===== src/rtl/bads_pkg.sv =====
`timescale 1ns / 1ps
// ----------------------------------------------------------------------------
// bads_pkg
// Shared widths, register indexes and interface structs of the block
// average downsampler.
// ----------------------------------------------------------------------------
package bads_pkg;

  localparam int SAMPLE_W     = 16;
  localparam int SAMPLE_BITS  = 16;
  localparam int POS_W        = 12;
  localparam int WIDTH_W      = 13;
  localparam int LOG_W        = 2;
  localparam int RUN_W        = 19;
  localparam int SUM_W        = 22;
  localparam int CFG_IDX_W    = 2;
  localparam int MAX_WIDTH_DEF = 4096;
  localparam int WIDTH_LIMIT  = 4096;

  localparam logic [WIDTH_W-1:0] IMAGE_WIDTH_RST = 13'd1024;
  localparam logic [LOG_W-1:0]   BLOCK_LOG2_RST  = 2'd2;

  localparam logic [CFG_IDX_W-1:0] REG_IMAGE_WIDTH = 2'd0;
  localparam logic [CFG_IDX_W-1:0] REG_BLOCK_LOG2  = 2'd1;

  localparam int SAMPLE_KEEP = (SAMPLE_BITS < SAMPLE_W) ? SAMPLE_BITS : SAMPLE_W;
  localparam logic [SAMPLE_W-1:0] SAMPLE_MASK =
    SAMPLE_W'((33'h1 << SAMPLE_KEEP) - 33'h1);

  typedef struct packed {
    logic [WIDTH_W-1:0] eff_w;
    logic [LOG_W-1:0]   lg;
    logic [WIDTH_W-1:0] nb;
    logic [WIDTH_W-1:0] used;
  } geom_t;

  typedef struct packed {
    logic             wr;
    logic             rd;
    logic             emit;
    logic             frame_end;
    logic [POS_W-1:0] col;
    logic [POS_W-1:0] row;
    logic [RUN_W-1:0] run;
    logic [LOG_W-1:0] lg;
  } acc_req_t;

endpackage


===== src/rtl/bads_scan.sv =====
`timescale 1ns / 1ps
// ----------------------------------------------------------------------------
// bads_scan
// Raster position tracking and horizontal run sums; issues one column
// store request per finished block run.
// ----------------------------------------------------------------------------
module bads_scan (
  input  logic                          clk,
  input  logic                          rst_n,
  input  logic                          restart,
  input  logic                          accept,
  input  logic [bads_pkg::SAMPLE_W-1:0] sample,
  input  bads_pkg::geom_t               geom,
  output bads_pkg::acc_req_t            req
);
  import bads_pkg::*;

  logic [POS_W-1:0]   in_col_r, in_col_nxt;
  logic [POS_W-1:0]   in_row_r, in_row_nxt;
  logic [RUN_W-1:0]   run_r, run_nxt;
  logic [SAMPLE_W-1:0] s;
  logic [POS_W-1:0]   lmask, sx, sy, bc, br;
  logic [WIDTH_W-1:0] x1, y1;
  logic               in_range, last_sx;

  assign s      = sample & SAMPLE_MASK;
  assign lmask  = ~({POS_W{1'b1}} << geom.lg);
  assign sx     = in_col_r & lmask;
  assign sy     = in_row_r & lmask;
  assign bc     = in_col_r >> geom.lg;
  assign br     = in_row_r >> geom.lg;
  assign x1     = {1'b0, in_col_r} + WIDTH_W'(1);
  assign y1     = {1'b0, in_row_r} + WIDTH_W'(1);
  assign in_range = ({1'b0, in_col_r} < geom.used) && ({1'b0, in_row_r} < geom.used);
  assign last_sx  = (sx == lmask);

  always_comb begin
    run_nxt = run_r;
    if (in_range) begin
      if (sx == '0) run_nxt = RUN_W'(s);
      else          run_nxt = run_r + RUN_W'(s);
    end
  end

  always_comb begin
    in_col_nxt = in_col_r;
    in_row_nxt = in_row_r;
    if (x1 >= geom.eff_w) begin
      in_col_nxt = '0;
      in_row_nxt = (y1 >= geom.eff_w) ? '0 : y1[POS_W-1:0];
    end else begin
      in_col_nxt = x1[POS_W-1:0];
    end
  end

  always_ff @(posedge clk) begin
    if (!rst_n) begin
      in_col_r <= '0;
      in_row_r <= '0;
      run_r    <= '0;
    end else if (restart) begin
      in_col_r <= '0;
      in_row_r <= '0;
      run_r    <= '0;
    end else if (accept) begin
      in_col_r <= in_col_nxt;
      in_row_r <= in_row_nxt;
      run_r    <= run_nxt;
    end
  end

  always_comb begin
    req.wr        = in_range && last_sx;
    req.rd        = in_range && last_sx && (sy != '0);
    req.emit      = in_range && last_sx && (sy == lmask);
    req.frame_end = ({1'b0, bc} == geom.nb - WIDTH_W'(1)) &&
                    ({1'b0, br} == geom.nb - WIDTH_W'(1));
    req.col       = bc;
    req.row       = br;
    req.run       = run_nxt;
    req.lg        = geom.lg;
  end

endmodule


===== config.mk =====
export PLATFORM = sky130hd
export DESIGN_NAME = bads_scan
export DESIGN_NICKNAME = d
export VERILOG_FILES = /design/src/rtl/bads_pkg.sv /design/src/rtl/bads_scan.sv
export SDC_FILE = /design/constraint.sdc
export NUM_CORES = 1
export LEC_CHECK = 0
export BUFFER_PORTS_ARGS = -buffer_cell sky130_fd_sc_hd__buf_4
export CAP_MARGIN = 20
export CORE_UTILIZATION = 52
export DETAILED_ROUTE_END_ITERATION = 8
export PLACE_DENSITY = 0.79
export SYNTH_ARGS = -nofsm -noshare
export SYNTH_HDL_FRONTEND = slang
export SYNTH_SLANG_ARGS = --single-unit

===== constraint.sdc =====
create_clock -name clk -period 4.65 [get_ports clk]
set_input_delay 1.395 -clock clk [delete_from_list [all_inputs] [get_ports clk]]
set_output_delay 1.395 -clock clk [all_outputs]
set_load 0.02 [all_outputs]

== Word level (Yosys, flattened, before mapping) ==
Index checks and enable logic that the tools add are counted.
Word-level totals
  register bits after elaboration: 43
  input bits: 61
  output and inout bits: 49
  word-level logic and storage cells: 35
Operators by class
  add/sub/neg operators: 4
  $lt $le $gt $ge: 4
  equal/unequal tests: 4
  shift-type cells: 3
  muxes and demuxes: 4
  bitwise gates (word level): 4
  reductions and logical operators: 9
Operator list (number)
  two-way mux 19 bit: 2
  adder 12 x 1 -> 13 bit, second input constant: 2
  == test 12 x 13 -> 1 bit: 2
  >= comparator 13 bit: 2
  < comparator 12 x 13 -> 1 bit: 2
  bitwise AND 12 bit: 2
  == test 12 bit: 2
  two-way mux 12 bit: 2
  right shift 12 x 2 -> 12 bit: 2
  adder 19 x 16 -> 19 bit: 1
  subtractor 13 x 1 -> 13 bit, second input constant: 1
  zero test 12 bit: 1
  inverter 12 bit: 1
  nonzero test 12 bit: 1
  << shifter 12 x 2 -> 12 bit, first input constant: 1
  logical AND 1 bit: 5
  AND reduction 2 bit: 1
  OR reduction 2 bit: 1
  inverter 1 bit: 1

== Depth between registers and ports, before layout ==
  depth after elaboration: 6
  mapped depth: 14
  mapped depth without buffers: 13

== Worst setup path before layout ==
Ideal clock, no wire load.
  kind: input port to output port
  start point: input port geom[11] (netlist name)
  end point: output port req[18] (netlist name)
  arrival time: 3624 ps
  data required time: 3255 ps
  slack: -369 ps
  cell stages on the path: 10
  buffers on the path: 2
  path through: inv_1 > ha_1 > a211o_1 > a21oi_1 > o22a_1 > o41ai_2 > nand2b_1 > buf_2 > buf_4 > o41ai_1
RTL lines
  from (decl): line bads_scan.sv:13  | input bads_pkg::geom_t geom,
  to (decl): line bads_scan.sv:14  | output bads_pkg::acc_req_t req

==> impl_metrics.env <==
export IMPL_yosysTopAreaCell="dfxtp_1"
export IMPL_ios=110
export IMPL_hpwl_um=13800
export IMPL_clock_path_buffers=2
export IMPL_first_pass_iters=6
export IMPL_hold_ws_ns=0.499
export IMPL_viasPerCell=6.48
export IMPL_cts_sinks=43
export IMPL_grt_overflow_total=0
export IMPL_fillers=671
export IMPL_finalInstanceArea_um2=8240
export IMPL_p_sw_uw=403
export IMPL_finClkSkew_ns=0.0155
export IMPL_fin_ws_ns=-0.303
export IMPL_synth_area_leaders="dfxtp_1 (15%), ha_1 (15%), o21ai_0 (5.3%)"
export IMPL_leakagePower_uw=0.00380
export IMPL_holdPathEnd="run_r[15]$_SDFFE_PP0P_"
export IMPL_grt_pass1_vias=6767
export IMPL_rows=37
export IMPL_seq_power_share_pct=32.4
export IMPL_violations="setup timing"
export IMPL_synthFlopType="dfxtp_1"
export IMPL_hp_start="run_r[15]$_SDFFE_PP0P_"
export IMPL_total_power_uw=1180
export IMPL_maxCapViolCount=0
export IMPL_io_buffer_count=109
export IMPL_syn_cell_area_um2=5630
export IMPL_p_clk_share_pct=27.2
export IMPL_wirelength_um=21600
export IMPL_numCtsBuffers=5
export IMPL_diodes=0
export IMPL_status="complete, but fails checks"
export IMPL_cts_tree="done"
export IMPL_internal_power_uw=782
export IMPL_fin_crit_ns=4.95
export IMPL_combPwrFrac_pct=40.4
export IMPL_rsz0062_at_grt="true"
export IMPL_worstRegToRegCells=20
export IMPL_grt_first_pass_wirelength_um=31800
export IMPL_clk_pin_slew_worst_paths_ns=0.08
export IMPL_drive_above_1_share_pct=38.1
export IMPL_die_w_um=106
export IMPL_startpoint_type="input port"
export IMPL_drc=0
export IMPL_drt_iter0_drc=684
export IMPL_max_freq_ghz=0.202
export IMPL_fp_coreArea_um2=10400
export IMPL_htreeDepth=2
export IMPL_regToRegEndpoint="run_r[17]$_SDFFE_PP0P_"
export IMPL_path_max_fanout=3
export IMPL_clockRootBuffer="clkbuf_8"
export IMPL_finalHoldViolations=0
export IMPL_dp_slack_ns=-0.367
export IMPL_power_density_nw_per_um2=144
export IMPL_multiInputGateArea_um2=4960
export IMPL_required_ns=3.25
export IMPL_reg2reg_setup_slack_ns=0.53
export IMPL_synthesis_nets=879
export IMPL_ys_ff_latch=43
export IMPL_slew_violations=0
export IMPL_synth_seq_area_share_pct=15.3
export IMPL_gp_congestion=0.918
export IMPL_cp_arrival_ns=3.56
export IMPL_initial_core_util_pct=54.0
export IMPL_dieArea_um2=11200
export IMPL_placed_cell_area_um2=7080
export IMPL_track_usage_pct=34.9
export IMPL_async_flop_share_pct=0
export IMPL_area_growth_pct=46.5
export IMPL_r2r_start="in_row_r[4]$_SDFFE_PP0P_"
export IMPL_grt_max_degree=30
export IMPL_peakVddDrop_mv=0.143
export IMPL_wl_per_cell_um=19.9
export IMPL_relSlewSlack_pct=49.5
export IMPL_switching_share_pct=34.0
export IMPL_antenna_found_initial=0
export IMPL_worstMarginPinSlew_ns=0.755
export IMPL_regArea_um2=861
export IMPL_synth_cells=750
export IMPL_die_h_um=106
export IMPL_path_class="input port to primary output"
export IMPL_clkLatencyLatePin_ns=0.31
export IMPL_syn_avg_cell_area_um2=7.50
export IMPL_layout_nets=1078
export IMPL_yosysMostFrequentCell="nand2_1"
export IMPL_synth_edff_count=0
export IMPL_synth_cell_type_count=68
export IMPL_route_vias_total=7035
export IMPL_min_period_over_period_pct=107
export IMPL_min_path_cells=2
export IMPL_crit_path_end_kind="primary output"
export IMPL_yosys_top_cells_count="nand2_1 (75), ha_1 (67), nor2_1 (64)"
export IMPL_antenna_left=0
export IMPL_yosysTopAreaCellShare_pct=15.3
export IMPL_ys_warn_count=0
export IMPL_hold_path_class="register to register"
export IMPL_setup_violations=22
## routing by layer
metal / share of wire [%] / vias up / routed length (µm) / GRT usage [%]
met1: 37 / 3262 / 8100 / 41.0
li1: - / 3146 / - / -
met4: 6.1 / 0 / 1320 / 20.5
met3: 8.7 / 125 / 1890 / 3.99
met2: 48 / 502 / 10300 / 61.3
met5: 0 / - / 0 / 0
## power groups by stage
stage	combinational, µW	sequential (µW)	clock (µW)
final	479	384	322
after global routing	507	385	334
after CTS	421	382	320
after detailed placement	365	390	0
after global placement	353	389	0
after floorplan	211	387	0
## repair_timing
action                     CTS  global route
setup buffers               40            13
hold buffers                 0             0
hold endpoints to repair     0             0
setup endpoints to repair   23            26
pin swaps                   41            29
gates cloned                 0             1
gates resized for setup     88            56
## worst max path at each step
stage          startpoint       to  cells past startpoint
6_report         geom[16]  req[45]                      9
5_1_grt          geom[16]  req[45]                      9
2_1_floorplan    geom[11]  req[18]                     10
4_1_cts          geom[16]  req[45]                      9
3_5_place_dp    sample[0]  req[20]                     11
3_3_place_gp    sample[2]  req[19]                     10
## flip-flops by register name, indices dropped and copies added (netlist names)
| name | cells |
|---|---|
| in_col_r | 12 |
| in_row_r | 12 |
| run_r | 19 |
## cells by family (layout without fill, tap and decap cells)
group / count (synthesis) / after routing / synth area share [%]
simple gates: 268 / 268 / 23.8
compound gates: 210 / 210 / 23.5
buf+inv: 84 / 284 / 6.45
fa+ha+maj: 68 / 68 / 15.3
flops: 43 / 43 / 15.3
xor+xnor: 41 / 41 / 6.38
mux: 36 / 36 / 9.23
## critical path: stages
cell	delay, ns
buf_6	0.09
or4_4	0.55
nor4_4	0.23
or3b_4	0.46
xnor2_4	0.16
mux2i_1	0.23
o221ai_2	0.13
nor4_4	0.13
buf_4	0.17
## layout by cell type, fill, tap and decap left out, types with 15 or more instances in the layout
cell type,synthesis,layout
buf_4,3,207
nand2_1,75,69
nor2_1,64,63
a21oi_1,58,54
ha_1,67,49
dfxtp_1,43,43
o21ai_0,60,42
nand3_1,35,32
inv_1,34,28
buf_6,3,28
xor2_1,22,22
nor3_1,20,19
mux2i_1,17,16
ha_4,0,16
xnor2_1,19,15
## through the flow
step           utilization, %  setup TNS [ns]  instances
2_1_floorplan               -          -0.377        750
3_3_place_gp             68.0           -5.42       1031
3_5_place_dp             68.0           -6.14       1031
4_1_cts                  75.9           -1.63       1078
5_1_grt                  79.1           -5.33       1086
6_report                 79.1           -3.62       1086
## area by class of cell
class	instances	share of cell area, %
multi-input combinational	623	60.1
timing repair buffer	242	24.3
sequential	43	10.4
tap	136	2.06
inverter	34	1.67
clock buffer	6	1.00
clock inverter	2	0.425
Note: power is estimated with default switching activity, not from simulation.
