==> config.mk <==
export PLATFORM = sky130hd
export DESIGN_NAME = bads_cfg
export DESIGN_NICKNAME = d
export VERILOG_FILES = /design/src/rtl/bads_pkg.sv /design/src/rtl/bads_cfg.sv
export SDC_FILE = /design/constraint.sdc
export NUM_CORES = 1
export LEC_CHECK = 0
export BUFFER_PORTS_ARGS = -buffer_cell sky130_fd_sc_hd__buf_4
export CAP_MARGIN = 0
export CORE_UTILIZATION = 45
export CTS_CLUSTER_SIZE = 24
export DETAILED_ROUTE_END_ITERATION = 10
export HOLD_SLACK_MARGIN = 0.06
export PLACE_DENSITY = 0.91
export SYNTH_ARGS = -nofsm -noshare
export SYNTH_HDL_FRONTEND = slang
export SYNTH_SLANG_ARGS = --single-unit
==> constraint.sdc <==
create_clock -name clk -period 1.3 [get_ports clk]
set_input_delay 0.13 -clock clk [delete_from_list [all_inputs] [get_ports clk]]
set_output_delay 0.13 -clock clk [all_outputs]
set_load 0.02 [all_outputs]
==> src/rtl/bads_pkg.sv <==
`timescale 1ns / 1ps
// ----------------------------------------------------------------------------
// bads_pkg
// Shared widths, register indexes and interface structs of the block
// average downsampler.
// ----------------------------------------------------------------------------
package bads_pkg;

  localparam int SAMPLE_W     = 16;
  localparam int SAMPLE_BITS  = 16;
  localparam int POS_W        = 12;
  localparam int WIDTH_W      = 13;
  localparam int LOG_W        = 2;
  localparam int RUN_W        = 19;
  localparam int SUM_W        = 22;
  localparam int CFG_IDX_W    = 2;
  localparam int MAX_WIDTH_DEF = 4096;
  localparam int WIDTH_LIMIT  = 4096;

  localparam logic [WIDTH_W-1:0] IMAGE_WIDTH_RST = 13'd1024;
  localparam logic [LOG_W-1:0]   BLOCK_LOG2_RST  = 2'd2;

  localparam logic [CFG_IDX_W-1:0] REG_IMAGE_WIDTH = 2'd0;
  localparam logic [CFG_IDX_W-1:0] REG_BLOCK_LOG2  = 2'd1;

  localparam int SAMPLE_KEEP = (SAMPLE_BITS < SAMPLE_W) ? SAMPLE_BITS : SAMPLE_W;
  localparam logic [SAMPLE_W-1:0] SAMPLE_MASK =
    SAMPLE_W'((33'h1 << SAMPLE_KEEP) - 33'h1);

  typedef struct packed {
    logic [WIDTH_W-1:0] eff_w;
    logic [LOG_W-1:0]   lg;
    logic [WIDTH_W-1:0] nb;
    logic [WIDTH_W-1:0] used;
  } geom_t;

  typedef struct packed {
    logic             wr;
    logic             rd;
    logic             emit;
    logic             frame_end;
    logic [POS_W-1:0] col;
    logic [POS_W-1:0] row;
    logic [RUN_W-1:0] run;
    logic [LOG_W-1:0] lg;
  } acc_req_t;

endpackage

==> src/rtl/bads_cfg.sv <==
`timescale 1ns / 1ps
// ----------------------------------------------------------------------------
// bads_cfg
// Configuration registers and the frame geometry derived from them.
// ----------------------------------------------------------------------------
module bads_cfg #(
  parameter int MAX_WIDTH = bads_pkg::MAX_WIDTH_DEF
) (
  input  logic                           clk,
  input  logic                           rst_n,
  input  logic                           cfg_valid,
  output logic                           cfg_ready,
  input  logic [bads_pkg::CFG_IDX_W-1:0] cfg_index,
  input  logic [bads_pkg::WIDTH_W-1:0]   cfg_wdata,
  output logic                           restart,
  output bads_pkg::geom_t                geom
);
  import bads_pkg::*;

  localparam int WMAX = (MAX_WIDTH < WIDTH_LIMIT) ? MAX_WIDTH : WIDTH_LIMIT;
  localparam logic [WIDTH_W-1:0] WMAX_V = WIDTH_W'(WMAX);

  logic [WIDTH_W-1:0] image_width_r, image_width_nxt;
  logic [LOG_W-1:0]   block_log2_r, block_log2_nxt;
  logic               wr_en;
  logic [WIDTH_W-1:0] w;

  assign cfg_ready = 1'b1;
  assign wr_en     = cfg_valid && cfg_ready;

  always_comb begin
    image_width_nxt = image_width_r;
    block_log2_nxt  = block_log2_r;
    restart         = 1'b0;
    if (wr_en) begin
      unique case (cfg_index)
        REG_IMAGE_WIDTH: begin
          image_width_nxt = cfg_wdata;
          restart         = 1'b1;
        end
        REG_BLOCK_LOG2: begin
          block_log2_nxt = cfg_wdata[LOG_W-1:0];
          restart        = 1'b1;
        end
        default: ;
      endcase
    end
  end

  always_ff @(posedge clk) begin
    if (!rst_n) begin
      image_width_r <= IMAGE_WIDTH_RST;
      block_log2_r  <= BLOCK_LOG2_RST;
    end else begin
      image_width_r <= image_width_nxt;
      block_log2_r  <= block_log2_nxt;
    end
  end

  always_comb begin
    w = image_width_r;
    if (w == '0) w = WIDTH_W'(1);
    if (w > WMAX_V) w = WMAX_V;
  end

  assign geom.eff_w = w;
  assign geom.lg    = block_log2_r;
  assign geom.nb    = w >> block_log2_r;
  assign geom.used  = (w >> block_log2_r) << block_log2_r;

endmodule

==> impl_metrics.csv, run 1 <==
group,metric,value,unit
clock_network,cts-root-buf,"clkbuf_4",
floorplanning,start_util,47.8,%
sta,worstEndpointGrtRepair,"geom[20]",
synthesis,syn_area_per_cell,8.07,um^2
placed_design,dp_cells,250,
placed_design,place_ws,-0.190,ns
placed_design,portBuffers,59,
synthesis,yosys_register_bits,15,
floorplanning,die_h,53.5,um
synthesis,netlist-cell-type-count,30,
synthesis,ys_seq_area_share,25.1,%
floorplanning,die_w,53.5,um
clock_network,cts.sinks,15,
status,firstError,"[ERROR DPL-0038] Utilization greater than 100%, impossible to legalize",
floorplanning,num_rows,18,
synthesis,yosysWarnings,0,
placed_design,gp_congestion,0.913,
clock_network,htree_levels,1,
synthesis,ys_async_sr_fraction,0,%
clock_network,cts_made_buffers,3,
floorplanning,pin_count,61,
sta,worstEndpointType,"primary output",
clock_network,clock_path_buffers,2,
synthesis,syn_area,1190,um^2
status,status,"stopped before the end",
global_routing,grt_max_degree,16,
status,haltStage,"global routing",
synthesis,ys.flop_type,"dfxtp_1",
placed_design,place_hpwl,2990,um
synthesis,synthCells,148,
synthesis,synth_nets,166,
synthesis,synth_edf_count,0,
-- logic make-up after synthesis --
kind of cell	share of synthesized area, %
multiplexers	10.3
AO/OA/AOI/OAI	18.7
flip-flops	25.1
AND/OR/NAND/NOR	36.9
buffers and inverters	8.69
other	0.314
-- per-stage QoR --
step | TNS [ns] | instance area [um^2]
after global placement | -0.201 | 1880
after floorplan | -0.261 | 1300
after CTS | -5.31 | 2360
after detailed placement | -0.967 | 1880
-- cell usage after synthesis (all sizes together) (4+ instances only) --
cell type  count  area [um^2]
a211oi        10         75.1
a21boi        13         97.6
and2b          9         67.6
buf           10         81.3
clkbuf         4         15.0
dfxtp         15          300
mux2i         10          100
nand2         29          109
nor2           4         15.0
nor2b         17          106
nor4           4         70.1
-- what timing repair did --
| item | CTS |
|---|---|
| gates cloned | 2 |
| hold buffers | 0 |
| pin swaps | 6 |
| gates resized for setup | 82 |
| setup endpoints to repair | 33 |
| buffers inserted | 15 |
==> run 2, diff against run 1 <==
- CORE_AREA: default -> 2 2 63 65
- CORE_UTILIZATION: 45 -> default
- CTS_CLUSTER_SIZE: 24 -> default
- DIE_AREA: default -> 0 0 65 67
- HOLD_SLACK_MARGIN: 0.06 -> default
- PLACE_DENSITY: 0.91 -> default
- PLACE_DENSITY_LB_ADDON: default -> 0.15
==> run 2 against run 1 <==
  * The flow now finishes, with violations (setup timing)
  * Synthesized area is the same
  * Synthesized cell count unchanged
==> impl_metrics.csv, run 2 <==
group,metric,value,unit
synthesis,yosysMostFrequentCell,"nand2_1",
global_routing,grt_overflow,0,
worst_hold_path,worst_hold_path_type,"in2reg",
sta,fin_skew,0,ns
sta,postLayoutSetupSlackWorst,-0.354,ns
placed_design,gp_congestion,0.780,
route,drc,0,
final_layout,final_util,70.5,%
synthesis,ys_seq_area_share,25.1,%
placed_design,place_hpwl,2970,um
sta,grt_setup_unrepaired,"true",
synthesis,ys_async_sr_fraction,0,%
placed_design,portBuffers,59,
synthesis,synth_nets,166,
worst_setup_path,endpoint_kind,"primary output",
worst_setup_path,critPathKind,"reg2out",
route,vias,1444,
sta,setup_viol,32,
final_layout,regMostFlops,"image_width_r",
clock_network,cts-root-buf,"clkbuf_8",
synthesis,netlist-cell-type-count,30,
floorplanning,design.die.area,4360,um^2
worst_setup_path,worst_path_largest_cell_delay,0.35,ns
synthesis,yosysWarnings,0,
final_layout,nets,272,
status,status,"complete, but fails checks",
route,ant_nets,0,
final_layout,layout_commonest_cell,"buf_4",
floorplanning,die_h,67,um
worst_setup_path,worst_path_most_repeated_cell,"buf_4",
clock_network,cts.sinks,15,
synthesis,ys.flop_type,"dfxtp_1",
sta,fin_crit,1.65,ns
floorplanning,num_rows,22,
final_layout,fill_cells,253,
global_routing,grt_pass1_wl,7330,um
synthesis,synth_common_cells,"29 x nand2_1, 17 x nor2b_1, 15 x dfxtp_1, 10 x a211oi_1, 10 x mux2i_1",
floorplanning,pin_count,61,
synthesis,yosys_register_bits,15,
worst_setup_path,worstSetupStartpointType,"register",
sta,hold_violations,0,
synthesis,synth_area_leaders,"dfxtp_1 25%, nand2_1 9.1%, nor2b_1 8.9%",
clock_network,htree_levels,1,
route,drt-total-wl,4580,um
synthesis,syn_area_per_cell,8.07,um^2
worst_setup_path,crit_fanout,2,
floorplanning,start_util,33.1,%
worst_setup_path,path_cells,"nor4_4, buf_4, a31oi_1, nor4_2, buf_4",
pwr,ir_worst_vdd,436,uV
synthesis,yosys.area.top_type,"dfxtp_1",
sta,fin_crit_sh,127,%
pwr,finalPower,1.44,mW
final_layout,top_regs,"image_width_r (13), block_log2_r (2)",
global_routing,antenna_found_initial,0,
final_layout,antenna_cells,0,
floorplanning,die_w,65,um
route,wire_per_inst,15.2,um
final_layout,layout_common_cells,"70 x buf_4, 41 x buf_6, 28 x nand2_1",
global_routing,grt_pass1_vias,1476,
synthesis,syn_area,1190,um^2
clock_network,clock_path_buffers,2,
floorplanning,coreArea,3610,um^2
clock_network,clk_pin_slew_worst_paths,0.06,ns
worst_setup_path,cp_slowest_cell,"nor4_4",
clock_network,cts_tree,"done",
synthesis,synth_edf_count,0,
final_layout,largest_reg_flops,13,
route,initialDrtViolationCount,69,
final_layout,syn2layout_area_growth,113,%
pwr,p_per_area,565,nW/um^2
sta,hold_ws,0.0863,ns
sta,timing.fmax,605,MHz
synthesis,synth_top_area_share,25.1,%
final_layout,drive_above_1_share,68.0,%
run,cap_violations,0,
pwr,leakagePower,1.12,nW
clock_network,clk_latency,0.24,ns
clock_network,cts_made_buffers,3,
sta,slew_violations,0,
route,dr.pass1.iters,4,
global_routing,track_usage,22.1,%
status,violations,"setup timing",
worst_setup_path,required,1.17,ns
route,viasPerCell,4.80,
global_routing,grt_max_degree,16,
synthesis,synthCells,148,
worst_setup_path,worstPathArrival,1.52,ns
## run 2: cell families after synthesis
logic type / count (synthesis) / synth area share (%)
flip-flops: 15 / 25.1
other: 1 / 0.314
AO/OA/AOI/OAI: 31 / 18.7
multiplexers: 12 / 10.3
buffers and inverters: 16 / 8.69
AND/OR/NAND/NOR: 73 / 36.9
## run 2: what timing repair did
action,4_1_cts,5_1_grt
hold buffers,0,0
pin swaps,7,11
cloned,2,0
buffers inserted,17,12
resized for setup,74,35
setup endpoints to repair,32,38
## run 2: layout make-up
cell class                      count  area (um^2)  area share (%)
Timing Repair Buffer              115         1050            41.4
Inverter                            2         7.51           0.295
Sequential cell                    15          327            12.9
Clock buffer                        4         45.0            1.77
Multi-Input combinational cell    117         1050            41.3
Tap cell                           48         60.1            2.36
## run 2: power by group
group	internal (mW)	leakage, nW	switching [mW]
logic	0.304	0.972	0.264
clock network	0.217	0.0228	0.157
registers	0.471	0.127	0.0240
total	0.992	1.12	0.445
## run 2: routing by layer
layer / vias up / track usage (%) / routed length [um]
li1: 715 / - / -
met1: 682 / 26.6 / 1960
met2: 43 / 40.1 / 2410
met3: 4 / 2.20 / 148
met4: 0 / 8.78 / 57
met5: - / 0 / 0
## run 2: stage by stage
| step | std cells | cell area, um^2 | setup TNS [ns] | worst slack [ns] |
|---|---|---|---|---|
| 4_1_cts | 296 | 2400 | -4.00 | -0.348 |
| 2_1_floorplan | 148 | 1300 | -0.261 | -0.0876 |
| 3_3_place_gp | 273 | 1940 | -0.348 | -0.0905 |
| 6_report | 301 | 2540 | -4.57 | -0.354 |
| 3_5_place_dp | 273 | 1940 | -0.535 | -0.0979 |
| 5_1_grt | 301 | 2540 | -5.99 | -0.430 |
## run 2: final timing paths
kind	startpoint	endpoint	slack [ns]	depth (start not counted)
setup / recovery	image_width_r[10]	geom[0]	-0.35	5
hold reg to reg	image_width_r[4]	image_width_r[4]	0.50	2
hold / removal	cfg_wdata[10]	image_width_r[10]	0.09	3
setup reg to reg	block_log2_r[1]	block_log2_r[1]	0.25	5
## run 2: worst max-delay path: cells and delay by family, from the launching register on
| kind | cells | cell delay (ns) |
|---|---|---|
| AND/OR/NAND/NOR | 2 | 0.50 |
| buffers and inverters | 2 | 0.35 |
| flip-flops | 1 | 0.33 |
| AO/OA/AOI/OAI | 1 | 0.09 |
Power figures use the tool's default switching activity.
==> run 3, diff against run 2 <==
- clock period: 1.3 -> 1.9 ns (I/O delays scaled with it)
==> run 3 against run 2 <==
  * Final cell count shrank 16%
  * Clock skew is the same
  * Power shrank 41%
  * Worst setup slack gained 0.44 ns
  * Utilization shrank 23 points
  * Flip-flop and latch count is the same
  * Largest power group is now registers
  * Design area shrank 33%
  * Via count shrank 15%
  * The flow now finishes without violations
  * Worst hold slack gained 0.073 ns
  * Combinational power shrank 56%
  * Global-route usage shrank 6.2 points
==> impl_metrics.csv, run 3 (same netlist as run 2, synthesis figures left out) <==
group,metric,value,unit
worst_setup_path,critPathTopFamily,"simple AND/OR/NAND/NOR gates",
pwr,p_sw,251,uW
worst_setup_path,crit_buf_inv,1,
final_layout,nets,223,
sta,hold_ws,0.159,ns
sta,fin_skew,0,ns
route,drt-total-wl,3390,um
worst_setup_path,worstSetupStartpointType,"register",
worst_setup_path,required,1.71,ns
worst_setup_path,cp_slowest_cell,"dfxtp_1",
worst_hold_path,min_to,"image_width_r[10]",
global_routing,track_usage,15.9,%
clock_network,clock_path_buffers,2,
final_layout,layout_commonest_cell,"buf_4",
clock_network,cts_made_buffers,3,
final_layout,multi_input_comb_area,797,um^2
sta,timing.fmax,552,MHz
global_routing,grt_pass1_wl,5350,um
worst_hold_path,min_from,"cfg_wdata[10]",
clock_network,cts_tree,"done",
global_routing,grt_pass1_vias,1131,
final_layout,layout_common_cells,"66 x buf_4, 29 x nand2_1, 17 x nor2b_1",
final_layout,final_cell_area,1710,um^2
worst_setup_path,worstPathArrival,1.62,ns
floorplanning,pin_count,61,
pwr,internal-power,597,uW
status,status,"completed",
placed_design,place_area,1650,um^2
worst_hold_path,hold_depth,3,
route,wire_per_inst,13.4,um
pwr,p_per_area,496,nW/um^2
final_layout,largest_reg_flops,13,
worst_setup_path,r2r_start,"block_log2_r[0]",
worst_setup_path,reg2reg_slack,0.84,ns
placed_design,place_hpwl,2690,um
clock_network,cts-root-buf,"clkbuf_8",
floorplanning,die_h,67,um
placed_design,place_ws,0.310,ns
pwr,leakagePower,0.808,nW
worst_setup_path,r2r_end,"block_log2_r[0]",
worst_setup_path,crit_fanout,6,
floorplanning,num_rows,22,
route,initialDrtViolationCount,42,
pwr,combPwrFrac,29.3,%
clock_network,htree_levels,1,
worst_setup_path,worst_path_largest_cell_delay,0.38,ns
final_layout,regMostFlops,"image_width_r",
sta,fin_crit_sh,95.4,%
final_layout,drive_above_1_share,38.7,%
worst_setup_path,r2r.worst_path.cells,3,
pwr,power_frac_clock,29.3,%
clock_network,postCtsHoldBufs,0,
global_routing,antenna_found_initial,0,
route,vias,1221,
final_layout,fill_cells,363,
sta,hold_violations,0,
sta,fin_crit,1.81,ns
pwr,swShare,29.6,%
placed_design,portBuffers,59,
clock_network,clk_pin_slew_worst_paths,0.06,ns
sta,postLayoutSetupSlackWorst,0.0879,ns
worst_setup_path,endpoint_kind,"primary output",
route,dr.pass1.iters,5,
pwr,finalPower,847,uW
placed_design,gp_congestion,0.835,
floorplanning,start_util,33.1,%
final_layout,regArea,303,um^2
clock_network,cts.sinks,15,
clock_network,clk_latency,0.24,ns
worst_setup_path,critPathKind,"reg2out",
final_layout,top_regs,"image_width_r (13), block_log2_r (2)",
floorplanning,die_w,65,um
floorplanning,design.die.area,4360,um^2
final_layout,syn2layout_area_growth,42.9,%
route,ant_nets,0,
sta,setup_viol,0,
pwr,ir_worst_vdd,357,uV
clock_network,cts_setup_buffers,0,
global_routing,grt_max_degree,17,
floorplanning,coreArea,3610,um^2
route,drc,0,
worst_setup_path,path_cells,"nor4_4, a31oi_1, nor4_1, buf_4",
pwr,power_frac_seq,41.4,%
worst_hold_path,worst_hold_path_type,"in2reg",
global_routing,grt_overflow,0,
route,viasPerCell,4.85,
run,cap_violations,0,
sta,slew_violations,0,
final_layout,antenna_cells,0,
==> run 3: changes by cell type in the layout (fill, tap and decap cells not counted), sizes merged <==
cell	change
buf	-49
==> run 3: final cells by class <==
class	instances	area share, %
repair buffers	66	29.0
inverters	2	0.440
well taps	48	3.52
clock buffers	4	2.64
flip-flops and latches	15	17.7
multi-input cells	117	46.7
==> run 3: tightest hold or removal path, cell delays in order <==
cell	delay, ns
buf_4	0.08
nand2_1	0.04
nand3_1	0.07
==> run 3: layer usage <==
layer | GRT usage, % | wire length [um] | up-vias
met5 | 0 | 0 | -
met4 | 4.79 | 32 | 0
met3 | 2.20 | 173 | 4
met2 | 28.7 | 1640 | 36
met1 | 19.3 | 1540 | 560
li1 | - | - | 621
==> run 3: worst max path at each step <==
stage	cells after the start	slack (ns)	to	from
6_report	4	0.09	geom[0]	image_width_r[2]
5_1_grt	4	-0.002	geom[20]	image_width_r[10]
4_1_cts	4	0.04	geom[18]	image_width_r[12]
3_5_place_dp	4	0.31	geom[18]	image_width_r[12]
3_3_place_gp	4	0.32	geom[0]	image_width_r[10]
2_1_floorplan	4	0.18	geom[0]	block_log2_r[1]
==> run 3: per-stage QoR <==
| step | util (%) | TNS (ns) | instances |
|---|---|---|---|
| after floorplan | - | 0 | 148 |
| after global placement | 45.9 | 0 | 248 |
| after detailed placement | 45.9 | 0 | 248 |
| after CTS | 47.1 | 0 | 252 |
| after global routing | 47.4 | -0.00190 | 252 |
| final | 47.4 | 0 | 252 |
==> run 3: timing repair <==
item	4_1_cts	5_1_grt
resized for setup	0	3
endpoints found under the hold margin	0	0
setup endpoints to repair	0	8
==> run 3: power by group through the flow <==
stage	clock network (mW)	registers, mW	logic (mW)
finish	0.249	0.351	0.248
floorplan	0	0.348	0.152
detailed placement	0	0.357	0.249
CTS	0.259	0.350	0.249
global route	0.271	0.353	0.268
global placement	0	0.357	0.245
==> run 4, diff against run 3 <==
- ABC_AREA: default -> 1
==> run 4 against run 3 <==
  * The flow now finishes with violations (setup timing)
  * Clock skew is the same
  * Utilization increased by 6.9 points
  * Clock-buffer cell count did not move
  * Sequential share of layout area decreased by 1.7 points
  * Combinational power grew 73%
  * Synthesized area shrank 3.1%
  * Critical path type unchanged
  * Critical endpoint is now geom[1]
  * Largest cell class unchanged
  * Highest routed layer unchanged
==> impl_metrics.csv, run 4 <==
group,metric,value,unit
sta,timing.fmax,523,MHz
placed_design,portBuffers,59,
clock_network,cts_made_buffers,3,
global_routing,grt_pass1_wl,5200,um
global_routing,grt_overflow,0,
worst_setup_path,r2r_end,"block_log2_r[0]",
synthesis,synth_top_area_share,25.9,%
worst_setup_path,crit_fanout,8,
worst_setup_path,worstSetupStartpointType,"register",
sta,hold_violations,0,
worst_setup_path,r2r_start,"block_log2_r[0]",
run,cap_violations,0,
worst_setup_path,reg2reg_slack,1.02,ns
clock_network,postCtsHoldBufs,0,
synthesis,ys.flop_type,"dfxtp_1",
global_routing,antenna_found_initial,0,
clock_network,cts_tree,"done",
synthesis,synth_common_cells,"43 x nand2_1, 23 x nor2_1, 17 x nand3_1, 16 x inv_1, 16 x o21ai_0",
route,viasPerCell,4.49,
clock_network,clk_pin_slew_worst_paths,0.05,ns
sta,slew_violations,0,
sta,setup_viol,2,
final_layout,drive_above_1_share,50.9,%
sta,fin_crit_sh,101,%
pwr,p_per_area,518,nW/um^2
synthesis,yosysMostFrequentCell,"nand2_1",
synthesis,ys_async_sr_fraction,0,%
worst_setup_path,r2r.worst_path.cells,3,
worst_setup_path,worstPathArrival,1.72,ns
floorplanning,pin_count,61,
worst_setup_path,critPathKind,"reg2out",
route,ant_nets,0,
route,drt-total-wl,3400,um
pwr,leakagePower,1.00,nW
worst_hold_path,min_from,"cfg_wdata[10]",
synthesis,netlist-cell-type-count,26,
final_layout,top_regs,"image_width_r (13), block_log2_r (2)",
global_routing,grt_pass1_vias,1171,
synthesis,synthCells,194,
final_layout,syn2layout_area_growth,69.1,%
synthesis,synth_edf_count,0,
synthesis,ys_seq_area_share,25.9,%
worst_hold_path,hold_depth,3,
placed_design,gp_congestion,0.794,
floorplanning,die_w,65,um
clock_network,cts.sinks,15,
final_layout,antenna_cells,0,
global_routing,grt_max_degree,24,
final_layout,layout_commonest_cell,"buf_4",
sta,fin_skew,0,ns
floorplanning,num_rows,22,
final_layout,nets,284,
route,drc,0,
final_layout,layout_common_cells,"79 x buf_4, 39 x nand2_1, 17 x nor2_1",
floorplanning,coreArea,3610,um^2
worst_setup_path,endpoint_kind,"primary output",
synthesis,yosysWarnings,0,
clock_network,htree_levels,1,
clock_network,cts-root-buf,"clkbuf_8",
synthesis,synth_nets,212,
synthesis,synth_area_leaders,"dfxtp_1 26%, nand2_1 14%, nor2_1 7.5%",
route,vias,1405,
route,wire_per_inst,10.8,um
clock_network,clk_latency,0.24,ns
final_layout,regMostFlops,"image_width_r",
status,status,"complete, but fails checks",
final_layout,fill_cells,385,
synthesis,syn_area_per_cell,5.97,um^2
floorplanning,start_util,32.1,%
synthesis,yosys_register_bits,15,
placed_design,place_hpwl,2550,um
route,initialDrtViolationCount,40,
synthesis,syn_area,1160,um^2
final_layout,largest_reg_flops,13,
worst_hold_path,min_to,"image_width_r[10]",
global_routing,track_usage,14.8,%
status,violations,"setup timing",
sta,fin_crit,1.91,ns
floorplanning,design.die.area,4360,um^2
worst_hold_path,worst_hold_path_type,"in2reg",
floorplanning,die_h,67,um
worst_setup_path,required,1.71,ns
sta,grt_setup_unrepaired,"true",
final_layout,final_util,54.3,%
route,dr.pass1.iters,4,
pwr,finalPower,1.01,mW
synthesis,yosys.area.top_type,"dfxtp_1",
sta,postLayoutSetupSlackWorst,-0.0134,ns
clock_network,clock_path_buffers,2,
pwr,ir_worst_vdd,439,uV
==> run 4: changes by cell type after synthesis, sizes merged, moves of 3 or more <==
cell,before,now
buf,10,7
mux2i,10,0
nand3,2,20
nor2b,17,0
clkbuf,4,7
o21ai,2,28
inv,2,22
a21boi,13,0
a21oi,2,12
nand2,29,46
nor2,4,32
a211oi,10,0
and2b,9,0
nor4,4,0
==> run 4: power breakdown <==
group | internal, mW | switching (mW) | leakage [nW] | total, mW
Sequential | 0.331 | 0.0120 | 0.126 | 0.343
Clock | 0.148 | 0.0941 | 0.0228 | 0.242
Combinational | 0.184 | 0.245 | 0.854 | 0.429
Total | 0.663 | 0.351 | 1.00 | 1.01
==> run 4: repair_timing <==
item / in CTS / in global routing
endpoints found under the hold margin: 0 / 0
endpoints found under the setup margin: 10 / 19
resized for setup: 11 / 29
pin swaps: 7 / 16
buffers inserted: 4 / 13
==> run 4: how the worst max path moves through the flow <==
stage / slack, ns / to / startpoint / depth (start not counted)
finish: -0.01 / geom[1] / image_width_r[6] / 12
global route: -0.12 / geom[2] / image_width_r[4] / 12
CTS: -0.03 / geom[1] / image_width_r[3] / 12
detailed placement: 0.19 / geom[1] / image_width_r[3] / 12
global placement: 0.19 / geom[1] / image_width_r[7] / 12
floorplan: 0.14 / geom[20] / image_width_r[4] / 9
==> run 4: cell type report <==
cell class / instances / area [um^2] / area share (%)
inverter: 22 / 86.3 / 4.41
tap: 48 / 60.1 / 3.07
timing repair buffer: 81 / 624 / 31.9
sequential: 15 / 313 / 16.0
multi-input combinational: 143 / 828 / 42.3
clock buffer: 4 / 45.0 / 2.30
==> run 4: kinds of logic after synthesis <==
kind of cell / after synthesis / share of synthesized area [%]
compound gates: 42 / 20.1
simple gates: 100 / 40.1
other cells: 1 / 0.324
flops: 15 / 25.9
buf+inv: 36 / 13.5
==> run 4: routing by layer <==
metal / vias to the layer above / part of all wire [%] / track usage [%]
met5: - / 0 / 0
met3: 4 / 5.9 / 2.03
met1: 599 / 46 / 20.4
met4: 0 / 1.1 / 4.79
li1: 760 / - / -
met2: 42 / 47 / 23.7
==> run 4: per-stage QoR <==
stage	TNS [ns]	area [um^2]	worst slack (ns)	std cells	hold WS (ns)
3_5_place_dp	0	1620	0.185	292	0.414
5_1_grt	-0.827	1960	-0.124	313	0.194
3_3_place_gp	0	1620	0.185	292	0.416
2_1_floorplan	0	1160	0.138	194	0.320
6_report	-0.0220	1960	-0.0134	313	0.184
4_1_cts	-0.0268	1740	-0.0268	300	0.168
==> run 4: critical path, cell delays in order, from the launching register on <==
cell and delay, ns:
dfxtp_2 0.33, nor2_4 0.12, nand2_2 0.09, nor2_4 0.14
nand2_2 0.08, nand2_4 0.15, nand3_2 0.10, nand2_1 0.09
nand2_1 0.06, nand2_2 0.07, o21ai_2 0.05, nor2_2 0.07
buf_4 0.14
